`config.mk`:
```
export PLATFORM = sky130hd
export DESIGN_NAME = rocket_flight_phase_sequencer_top
export DESIGN_NICKNAME = d
export VERILOG_FILES = /design/src/rtl/core/rfps_pkg.sv /design/src/rtl/core/rocket_flight_phase_sequencer_top.sv /design/src/rtl/core/rfps_cfg.sv /design/src/rtl/core/rfps_step.sv
export SDC_FILE = /design/constraint.sdc
export NUM_CORES = 1
export LEC_CHECK = 0
export BUFFER_PORTS_ARGS = -buffer_cell sky130_fd_sc_hd__buf_2
export CORE_MARGIN = 2
export CORE_UTILIZATION = 24
export CTS_BUF_LIST = sky130_fd_sc_hd__clkbuf_8
export DETAILED_ROUTE_END_ITERATION = 7
export GPL_TIMING_DRIVEN = 1
export PLACE_DENSITY = 0.39
export SYNTH_ARGS = -nofsm -noshare
export SYNTH_HDL_FRONTEND = slang
export SYNTH_SLANG_ARGS = --single-unit
```
`constraint.sdc`:
```
create_clock -name aclk -period 6.9 [get_ports aclk]
set_clock_uncertainty 0.2 [all_clocks]
set_input_delay 1.035 -clock aclk [delete_from_list [all_inputs] [get_ports aclk]]
set_output_delay 1.035 -clock aclk [all_outputs]
set_load 0.01 [all_outputs]
```
`src/rtl/core/rfps_pkg.sv`:
```
// shared types and constants for the flight phase sequencer
`default_nettype none

package rfps_pkg;

    typedef enum logic [2:0] {
        PH_IDLE    = 3'd0,
        PH_LAUNCH  = 3'd1,
        PH_FLIGHT  = 3'd2,
        PH_DESCENT = 3'd3,
        PH_LANDED  = 3'd4
    } phase_t;

    typedef enum logic [2:0] {
        CMD_NOOP    = 3'd0,
        CMD_SAFE    = 3'd1,
        CMD_ABORT   = 3'd2,
        CMD_ARM     = 3'd3,
        CMD_TAKEOFF = 3'd4,
        CMD_DEPLOY  = 3'd5,
        CMD_CAMERAS = 3'd6,
        CMD_CLEAR   = 3'd7
    } cmd_t;

    typedef enum logic [1:0] {
        REG_TAKEOFF_ALT = 2'd0,
        REG_DEPLOY_ALT  = 2'd1,
        REG_LAND_LIMIT  = 2'd2,
        REG_UNUSED      = 2'd3
    } reg_idx_t;

    localparam int unsigned CFG_DATA_W = 15;
    localparam int unsigned COUNT_W    = 6;

    localparam logic [CFG_DATA_W-1:0] TAKEOFF_ALT_RST = 15'd100;
    localparam logic [CFG_DATA_W-1:0] DEPLOY_ALT_RST  = 15'd200;
    localparam logic [COUNT_W-1:0]    LAND_LIMIT_RST  = 6'd20;
    localparam logic [COUNT_W-1:0]    COUNT_MAX       = 6'd63;

    // pyro bit positions
    localparam int unsigned PB_CHUTE_ARM  = 0;
    localparam int unsigned PB_CHUTE_FIRE = 1;
    localparam int unsigned PB_CAM_ARM    = 2;
    localparam int unsigned PB_CAM_FIRE   = 3;

    // event bit positions
    localparam int unsigned EV_LIFTOFF = 0;
    localparam int unsigned EV_APOGEE  = 1;
    localparam int unsigned EV_LANDED  = 2;
    localparam int unsigned EV_CHUTE   = 3;

    typedef struct packed {
        logic               kind;
        logic [2:0]         command_code;
        logic               command_flag;
        logic               takeoff_seen_in;
        logic               apogee_seen_in;
        logic               landing_seen_in;
        logic signed [15:0] altitude;
        logic [15:0]        now_stamp;
    } in_word_t;

    typedef struct packed {
        logic [2:0]  phase;
        logic        chute_armed;
        logic        chute_fired;
        logic        camera_armed;
        logic        camera_fired;
        logic        liftoff_flag;
        logic        apogee_flag;
        logic        landed_flag;
        logic        chute_event_flag;
        logic [15:0] liftoff_stamp;
        logic [15:0] deploy_stamp;
    } out_word_t;

    typedef struct packed {
        logic [CFG_DATA_W-1:0] takeoff_altitude;
        logic [CFG_DATA_W-1:0] deploy_altitude;
        logic [COUNT_W-1:0]    landing_count_limit;
    } cfg_t;

    typedef struct packed {
        phase_t             phase;
        logic [3:0]         pyro;
        logic [3:0]         events;
        logic               high_mark;
        logic [COUNT_W-1:0] landing_count;
        logic [15:0]        liftoff_time;
        logic [15:0]        deploy_time;
    } fl_state_t;

endpackage

`default_nettype wire

```
`src/rtl/core/rocket_flight_phase_sequencer_top.sv`:
```
// top level of the rocket flight phase sequencer
// path: each word passes the input register, then the result register; a full result slot
//   that is not being drained holds the word in the input register
// throughput: one word per cycle while m_ready holds, state updates in the same cycle the result is captured
// the feedback loop is the phase/state register through the step logic
// reset: aresetn synchronous active low; phase idle, pyro, events, mark, count, stamps zero, valids clear
`default_nettype none

module rocket_flight_phase_sequencer_top
    import rfps_pkg::*;
(
    input  wire logic                  aclk,
    input  wire logic                  aresetn,

    // configuration write port
    input  wire logic                  cfg_wr_en,
    input  wire logic [1:0]            cfg_index,
    input  wire logic [CFG_DATA_W-1:0] cfg_wdata,

    // input words: sensor ticks and ground commands
    input  wire logic                  s_valid,
    output logic                       s_ready,
    input  wire in_word_t              s_data,

    // result words: state after each input word
    output logic                       m_valid,
    input  wire logic                  m_ready,
    output out_word_t                  m_data
);

    // config registers come out of reset at 100, 200 and 20
    cfg_t      cfg;

    // input register stage
    logic      in_valid_reg;
    logic      in_valid_next;
    in_word_t  in_word_reg;

    // flight state
    fl_state_t st_reg;
    fl_state_t st_step;

    // result register stage
    logic      out_valid_reg;
    logic      out_valid_next;
    out_word_t out_word_reg;
    out_word_t out_word_next;

    logic      s_fire;
    logic      advance;

    rfps_cfg u_cfg (
        .aclk      (aclk),
        .aresetn   (aresetn),
        .cfg_wr_en (cfg_wr_en),
        .cfg_index (cfg_index),
        .cfg_wdata (cfg_wdata),
        .cfg       (cfg)
    );

    rfps_step u_step (
        .word_in (in_word_reg),
        .cfg     (cfg),
        .st      (st_reg),
        .st_next (st_step)
    );

    // the held word moves on when the result slot is free or being drained
    assign advance = in_valid_reg && (!out_valid_reg || m_ready);
    assign s_ready = !in_valid_reg || advance;
    assign s_fire  = s_valid && s_ready;

    always_comb begin
        in_valid_next = in_valid_reg;
        if (s_fire) begin
            in_valid_next = 1'b1;
        end else if (advance) begin
            in_valid_next = 1'b0;
        end
    end

    always_comb begin
        out_valid_next = out_valid_reg;
        if (advance) begin
            out_valid_next = 1'b1;
        end else if (m_ready) begin
            out_valid_next = 1'b0;
        end
    end

    // result word shows the state after the word
    always_comb begin
        out_word_next.phase            = st_step.phase;
        out_word_next.chute_armed      = st_step.pyro[PB_CHUTE_ARM];
        out_word_next.chute_fired      = st_step.pyro[PB_CHUTE_FIRE];
        out_word_next.camera_armed     = st_step.pyro[PB_CAM_ARM];
        out_word_next.camera_fired     = st_step.pyro[PB_CAM_FIRE];
        out_word_next.liftoff_flag     = st_step.events[EV_LIFTOFF];
        out_word_next.apogee_flag      = st_step.events[EV_APOGEE];
        out_word_next.landed_flag      = st_step.events[EV_LANDED];
        out_word_next.chute_event_flag = st_step.events[EV_CHUTE];
        out_word_next.liftoff_stamp    = st_step.liftoff_time;
        out_word_next.deploy_stamp     = st_step.deploy_time;
    end

    // control and state registers
    always_ff @(posedge aclk) begin
        if (!aresetn) begin
            in_valid_reg  <= 1'b0;
            out_valid_reg <= 1'b0;
            st_reg        <= '{phase: PH_IDLE, default: '0};
        end else begin
            in_valid_reg  <= in_valid_next;
            out_valid_reg <= out_valid_next;
            if (advance) begin
                st_reg <= st_step;
            end
        end
    end

    // payload registers, no reset needed
    always_ff @(posedge aclk) begin
        if (s_fire) begin
            in_word_reg <= s_data;
        end
        if (advance) begin
            out_word_reg <= out_word_next;
        end
    end

    assign m_valid = out_valid_reg;
    assign m_data  = out_word_reg;

endmodule

`default_nettype wire

```
`src/rtl/core/rfps_cfg.sv`:
```
// configuration register file for the flight phase sequencer
`default_nettype none

module rfps_cfg
    import rfps_pkg::*;
(
    input  wire logic                  aclk,
    input  wire logic                  aresetn,
    input  wire logic                  cfg_wr_en,
    input  wire logic [1:0]            cfg_index,
    input  wire logic [CFG_DATA_W-1:0] cfg_wdata,
    output cfg_t                       cfg
);

    cfg_t cfg_reg;
    cfg_t cfg_next;

    always_comb begin
        cfg_next = cfg_reg;
        if (cfg_wr_en) begin
            unique case (reg_idx_t'(cfg_index))
                REG_TAKEOFF_ALT: cfg_next.takeoff_altitude    = cfg_wdata;
                REG_DEPLOY_ALT:  cfg_next.deploy_altitude     = cfg_wdata;
                REG_LAND_LIMIT:  cfg_next.landing_count_limit = cfg_wdata[COUNT_W-1:0];
                REG_UNUSED:      cfg_next = cfg_reg;
                default:         cfg_next = cfg_reg;
            endcase
        end
    end

    always_ff @(posedge aclk) begin
        if (!aresetn) begin
            cfg_reg.takeoff_altitude    <= TAKEOFF_ALT_RST;
            cfg_reg.deploy_altitude     <= DEPLOY_ALT_RST;
            cfg_reg.landing_count_limit <= LAND_LIMIT_RST;
        end else begin
            cfg_reg <= cfg_next;
        end
    end

    assign cfg = cfg_reg;

endmodule

`default_nettype wire

```
`src/rtl/core/rfps_step.sv`:
```
// next-state logic for one word: phase transitions, descent mark and count, pyro, events, stamps
`default_nettype none

module rfps_step
    import rfps_pkg::*;
(
    input  wire in_word_t  word_in,
    input  wire cfg_t      cfg,
    input  wire fl_state_t st,
    output fl_state_t      st_next
);

    logic               is_tick;
    logic               is_cmd;
    cmd_t               cmd;
    logic signed [15:0] to_alt_s;
    logic signed [15:0] dep_alt_s;
    logic               tick_descent;
    logic               go_idle;
    logic               go_launch;
    logic               go_flight;
    logic               go_descent;
    logic               go_landed;
    logic               mark_next;
    logic [COUNT_W-1:0] count_next;
    phase_t             phase_next;

    assign is_tick   = !word_in.kind;
    assign is_cmd    = word_in.kind;
    assign cmd       = cmd_t'(word_in.command_code);
    assign to_alt_s  = $signed({1'b0, cfg.takeoff_altitude});
    assign dep_alt_s = $signed({1'b0, cfg.deploy_altitude});

    assign tick_descent = is_tick && (st.phase == PH_DESCENT);

    // descent: high mark latches, then consecutive low landings are counted
    always_comb begin
        mark_next  = st.high_mark | (tick_descent && (word_in.altitude > dep_alt_s));
        count_next = st.landing_count;
        if (tick_descent && mark_next) begin
            if (word_in.landing_seen_in && (word_in.altitude < dep_alt_s)) begin
                if (st.landing_count != COUNT_MAX) begin
                    count_next = st.landing_count + 1'b1;
                end
            end else begin
                count_next = '0;
            end
        end
    end

    assign go_idle    = is_cmd && ((cmd == CMD_ABORT) ||
                                   ((cmd == CMD_TAKEOFF) && !word_in.command_flag));
    assign go_launch  = is_cmd && (cmd == CMD_TAKEOFF) && word_in.command_flag;
    assign go_flight  = is_tick && (st.phase == PH_LAUNCH) &&
                        (word_in.takeoff_seen_in || (word_in.altitude > to_alt_s));
    assign go_descent = is_tick && (st.phase == PH_FLIGHT) && word_in.apogee_seen_in;
    assign go_landed  = tick_descent && mark_next &&
                        (count_next > cfg.landing_count_limit);

    // phase next state
    always_comb begin
        priority if (go_idle) begin
            phase_next = PH_IDLE;
        end else if (go_launch) begin
            phase_next = PH_LAUNCH;
        end else if (go_flight) begin
            phase_next = PH_FLIGHT;
        end else if (go_descent) begin
            phase_next = PH_DESCENT;
        end else if (go_landed) begin
            phase_next = PH_LANDED;
        end else begin
            phase_next = st.phase;
        end
    end

    // pyro, events and stamps
    always_comb begin
        st_next               = st;
        st_next.phase         = phase_next;
        st_next.high_mark     = mark_next;
        st_next.landing_count = count_next;

        if (is_cmd) begin
            unique case (cmd)
                CMD_NOOP: begin
                end
                CMD_SAFE, CMD_ABORT: begin
                    st_next.pyro[PB_CHUTE_ARM]  = 1'b0;
                    st_next.pyro[PB_CHUTE_FIRE] = 1'b0;
                end
                CMD_ARM: begin
                    st_next.pyro[PB_CHUTE_ARM] = 1'b1;
                end
                CMD_TAKEOFF: begin
                    if (!word_in.command_flag) begin
                        st_next.pyro[PB_CHUTE_ARM]  = 1'b0;
                        st_next.pyro[PB_CHUTE_FIRE] = 1'b0;
                    end
                end
                CMD_DEPLOY: begin
                    st_next.pyro[PB_CHUTE_FIRE] = 1'b1;
                    st_next.events[EV_CHUTE]    = 1'b1;
                end
                CMD_CAMERAS: begin
                    st_next.pyro[PB_CAM_ARM]  = word_in.command_flag;
                    st_next.pyro[PB_CAM_FIRE] = word_in.command_flag;
                end
                CMD_CLEAR: begin
                    if (st.phase == PH_IDLE) begin
                        st_next.events       = '0;
                        st_next.liftoff_time = '0;
                        st_next.deploy_time  = '0;
                    end
                end
                default: begin
                end
            endcase
        end

        if (go_flight) begin
            st_next.events[EV_LIFTOFF] = 1'b1;
            st_next.liftoff_time       = word_in.now_stamp;
        end
        if (go_descent) begin
            st_next.events[EV_APOGEE]   = 1'b1;
            st_next.events[EV_CHUTE]    = 1'b1;
            st_next.pyro[PB_CHUTE_FIRE] = 1'b1;
            st_next.pyro[PB_CAM_FIRE]   = 1'b1;
            st_next.deploy_time         = word_in.now_stamp;
        end
        if (go_landed) begin
            st_next.events[EV_LANDED] = 1'b1;
        end
    end

endmodule

`default_nettype wire
```
==> reports/results.ini <==
[routing]
drtIter0Drc = 344
via_per_inst = 4.517
remaining_drc_errors = 0
routed_wirelength_mm = 19.92
wire_per_inst_um = 15.54
ant_nets = 0
vias = 5791
drt_first_pass_iters = 5

[global_routing]
antenna_found_initial = 0
grt_max_degree = 77
grt_pass1_wl_mm = 31.77
grt_pass1_vias = 5672
grt_overflow = 0
grtUsageTotal = 0.1259

[synth]
yosys_warnings = 0
dominantRegCellSynth = dfxtp_1
syn-instance-count = 782
synth_seq_cells = 171
synthArstFlopShare = 0
synth_fp_nets = 881
yosys-top-cells-area = edfxtp_1 (33%), dfxtp_1 (23%), nand2_1 (11%)
syn_avg_cell_area_um2 = 9.590
seq_area_frac_synth = 0.5672
synth_edf_count = 83
synth_most_common_cell = nand2_1
synth_top_area_cell = edfxtp_1
syn-cell-area_um2 = 7500
synth.top_cell.area_share = 0.3323
synthTopCellsByCount = nand2_1 (210), dfxtp_1 (88), edfxtp_1 (83)
yosysUniqueCellTypes = 54

[die]
ios = 107
initial_core_util = 0.2445
die_area_um2 = 32680
core_um2 = 30670
die_width_um = 180.8
fp-row-count = 64
dieHeight_um = 180.8

[placement]
port_buffers = 106
finalWeightedCongestion = 0.7800
dpl.hpwl_mm = 12.93

[worst_setup_path]
crit_path_end_kind = register
max_stage_delay_ns = 0.57
worstSetupPathType = reg2reg
cp_slowest_cell = or4_4
critPathLaunchType = register
critical_path_required_ns = 6.93
crit_arrival_ns = 4.56
crit_top_cell = o21ai_0
crit_fanout = 18
cp_cell_sequence = ha_1 > nand4b_4 > or4_4 > a21oi_2 > o31ai_2 > o21ai_4 > o21ai_0 > a32o_1 > ha_1 > nor2b_1 > o21a_1 > o21ai_0 > a21oi_1 > o21ai_0 > nor2_1 > o2111a_1

[flow_run]
drv_cap = 0

[timing]
fin_crit_ns = 4.526
holdWs_ns = 0.2561
slew_viol_final = 0
maxSlewHeadroom = 0.2951
finalHoldViolCount = 0
fin_tns_setup_ns = 0
setup_viol = 0
worstMarginPinSlew_ns = 1.052
fin_crit_sh = 0.6559
max_freq_mhz = 221.0
rsz0062_at_grt = false

[cts]
postCtsSetupRepairBufs = 0
htree_levels = 4
clock_path_buffers = 2
ctsHoldBuffers = 0
tritoncts = done
cts.sinks = 171
cts_buffers = 17
ctsResizeCount = 0
ctsRootBufferMaster = clkbuf_8
cts.clk_slew.worst_paths_ns = 0.09
clk-insertion-delay-late_ns = 0.48

[pwr]
leakage_uw = 0.003409
power_density_nw_per_um2 = 226.7
ir_drop_uv = 111.5
p_total_uw = 2004

[cells_and_area]
nets = 972
syn_to_final_growth_pct = 17.88
layout-drive-gt1-share = 0.1772
antennaDiodeCount = 0
largest_reg_flops = 50
final_core_util = 0.2883

[hold_path]
hp-class = reg2reg

[run_status]
status = completed

cell type report:
class / instances / area [µm²]
inverters: 39 / 147.6
fillers: 3267 / 21830
repair buffers: 114 / 590.6
clock buffers: 18 / 247.7
well taps: 396 / 495.5
multi-input cells: 530 / 2950
clock inverters: 14 / 155.1
flip-flops and latches: 171 / 4254
worst max-delay path, delay by kind of cell, from the launching register on:
kind	cells	cell delay [ns]
compound gates	10	2.07
fa+ha+maj	2	0.63
flops	1	0.42
simple gates	4	0.95
cell usage in the layout (no fill, tap or decap), drive strengths merged, types with 3 or more instances in the layout:
cell type / netlist / routed
a211oi: 7 / 7
a21o: 3 / 3
a21oi: 71 / 71
a31oi: 24 / 24
and3: 5 / 5
buf: 6 / 114
bufinv: 0 / 3
clkbuf: 36 / 18
clkinv: 1 / 5
clkinvlp: 0 / 3
dfxtp: 88 / 88
edfxtp: 83 / 83
ha: 37 / 37
inv: 38 / 42
mux2i: 4 / 4
nand2: 210 / 210
nand2b: 3 / 3
nand3: 60 / 60
nand4: 7 / 7
nor2: 22 / 22
nor2b: 6 / 6
nor3: 5 / 5
o211ai: 11 / 11
o21a: 4 / 4
o21ai: 18 / 18
cells by family (layout without fill, tap and decap cells):
kind of cell    Yosys count  in the layout  synth area share
mux                       4              4          0.005339
simple gates            334            334            0.1964
buf+inv                  81            185           0.04138
compound gates          155            155            0.1280
flops                   171            171            0.5672
fa+ha+maj                37             37           0.06173
worst paths after layout:
| check | start | to | slack, ns | cells after the start |
|---|---|---|---|---|
| min | u_cfg.cfg[30]$_SDFFE_PN0P_ | u_cfg.cfg[30]$_SDFFE_PN0P_ | 0.26 | 2 |
| min reg2reg | u_cfg.cfg[30]$_SDFFE_PN0P_ | u_cfg.cfg[30]$_SDFFE_PN0P_ | 0.26 | 2 |
| max reg2reg | in_word_reg[29]$_DFFE_PP_ | m_data[42]$_DFFE_PP_ | 2.37 | 16 |
| max | in_word_reg[29]$_DFFE_PP_ | m_data[42]$_DFFE_PP_ | 2.37 | 16 |
per-layer routing:
| layer | vias to the layer above | GRT usage | wire length (µm) |
|---|---|---|---|
| met3 | 7 | 0.02862 | 759 |
| li1 | 2935 | - | - |
| met1 | 2734 | 0.1662 | 9618 |
| met5 | - | 0 | 0 |
| met2 | 115 | 0.2056 | 9351 |
| met4 | 0 | 0.03774 | 191 |
per-stage QoR:
step	instance area, µm²	worst slack (ns)	std cells
finish	8841	2.374	1282
global route	8841	2.000	1282
CTS	8841	2.346	1282
detailed placement	8438	2.374	1250
global placement	8438	2.487	1250
floorplan	7500	2.956	782
power by group:
part | total, µW | internal, µW | switching (µW)
Combinational | 148 | 51.4 | 96.5
Sequential | 1120 | 1100 | 19.6
Clock | 740 | 362 | 377
Total | 2000 | 1510 | 493
No activity file was read; power rests on OpenSTA's default activity.
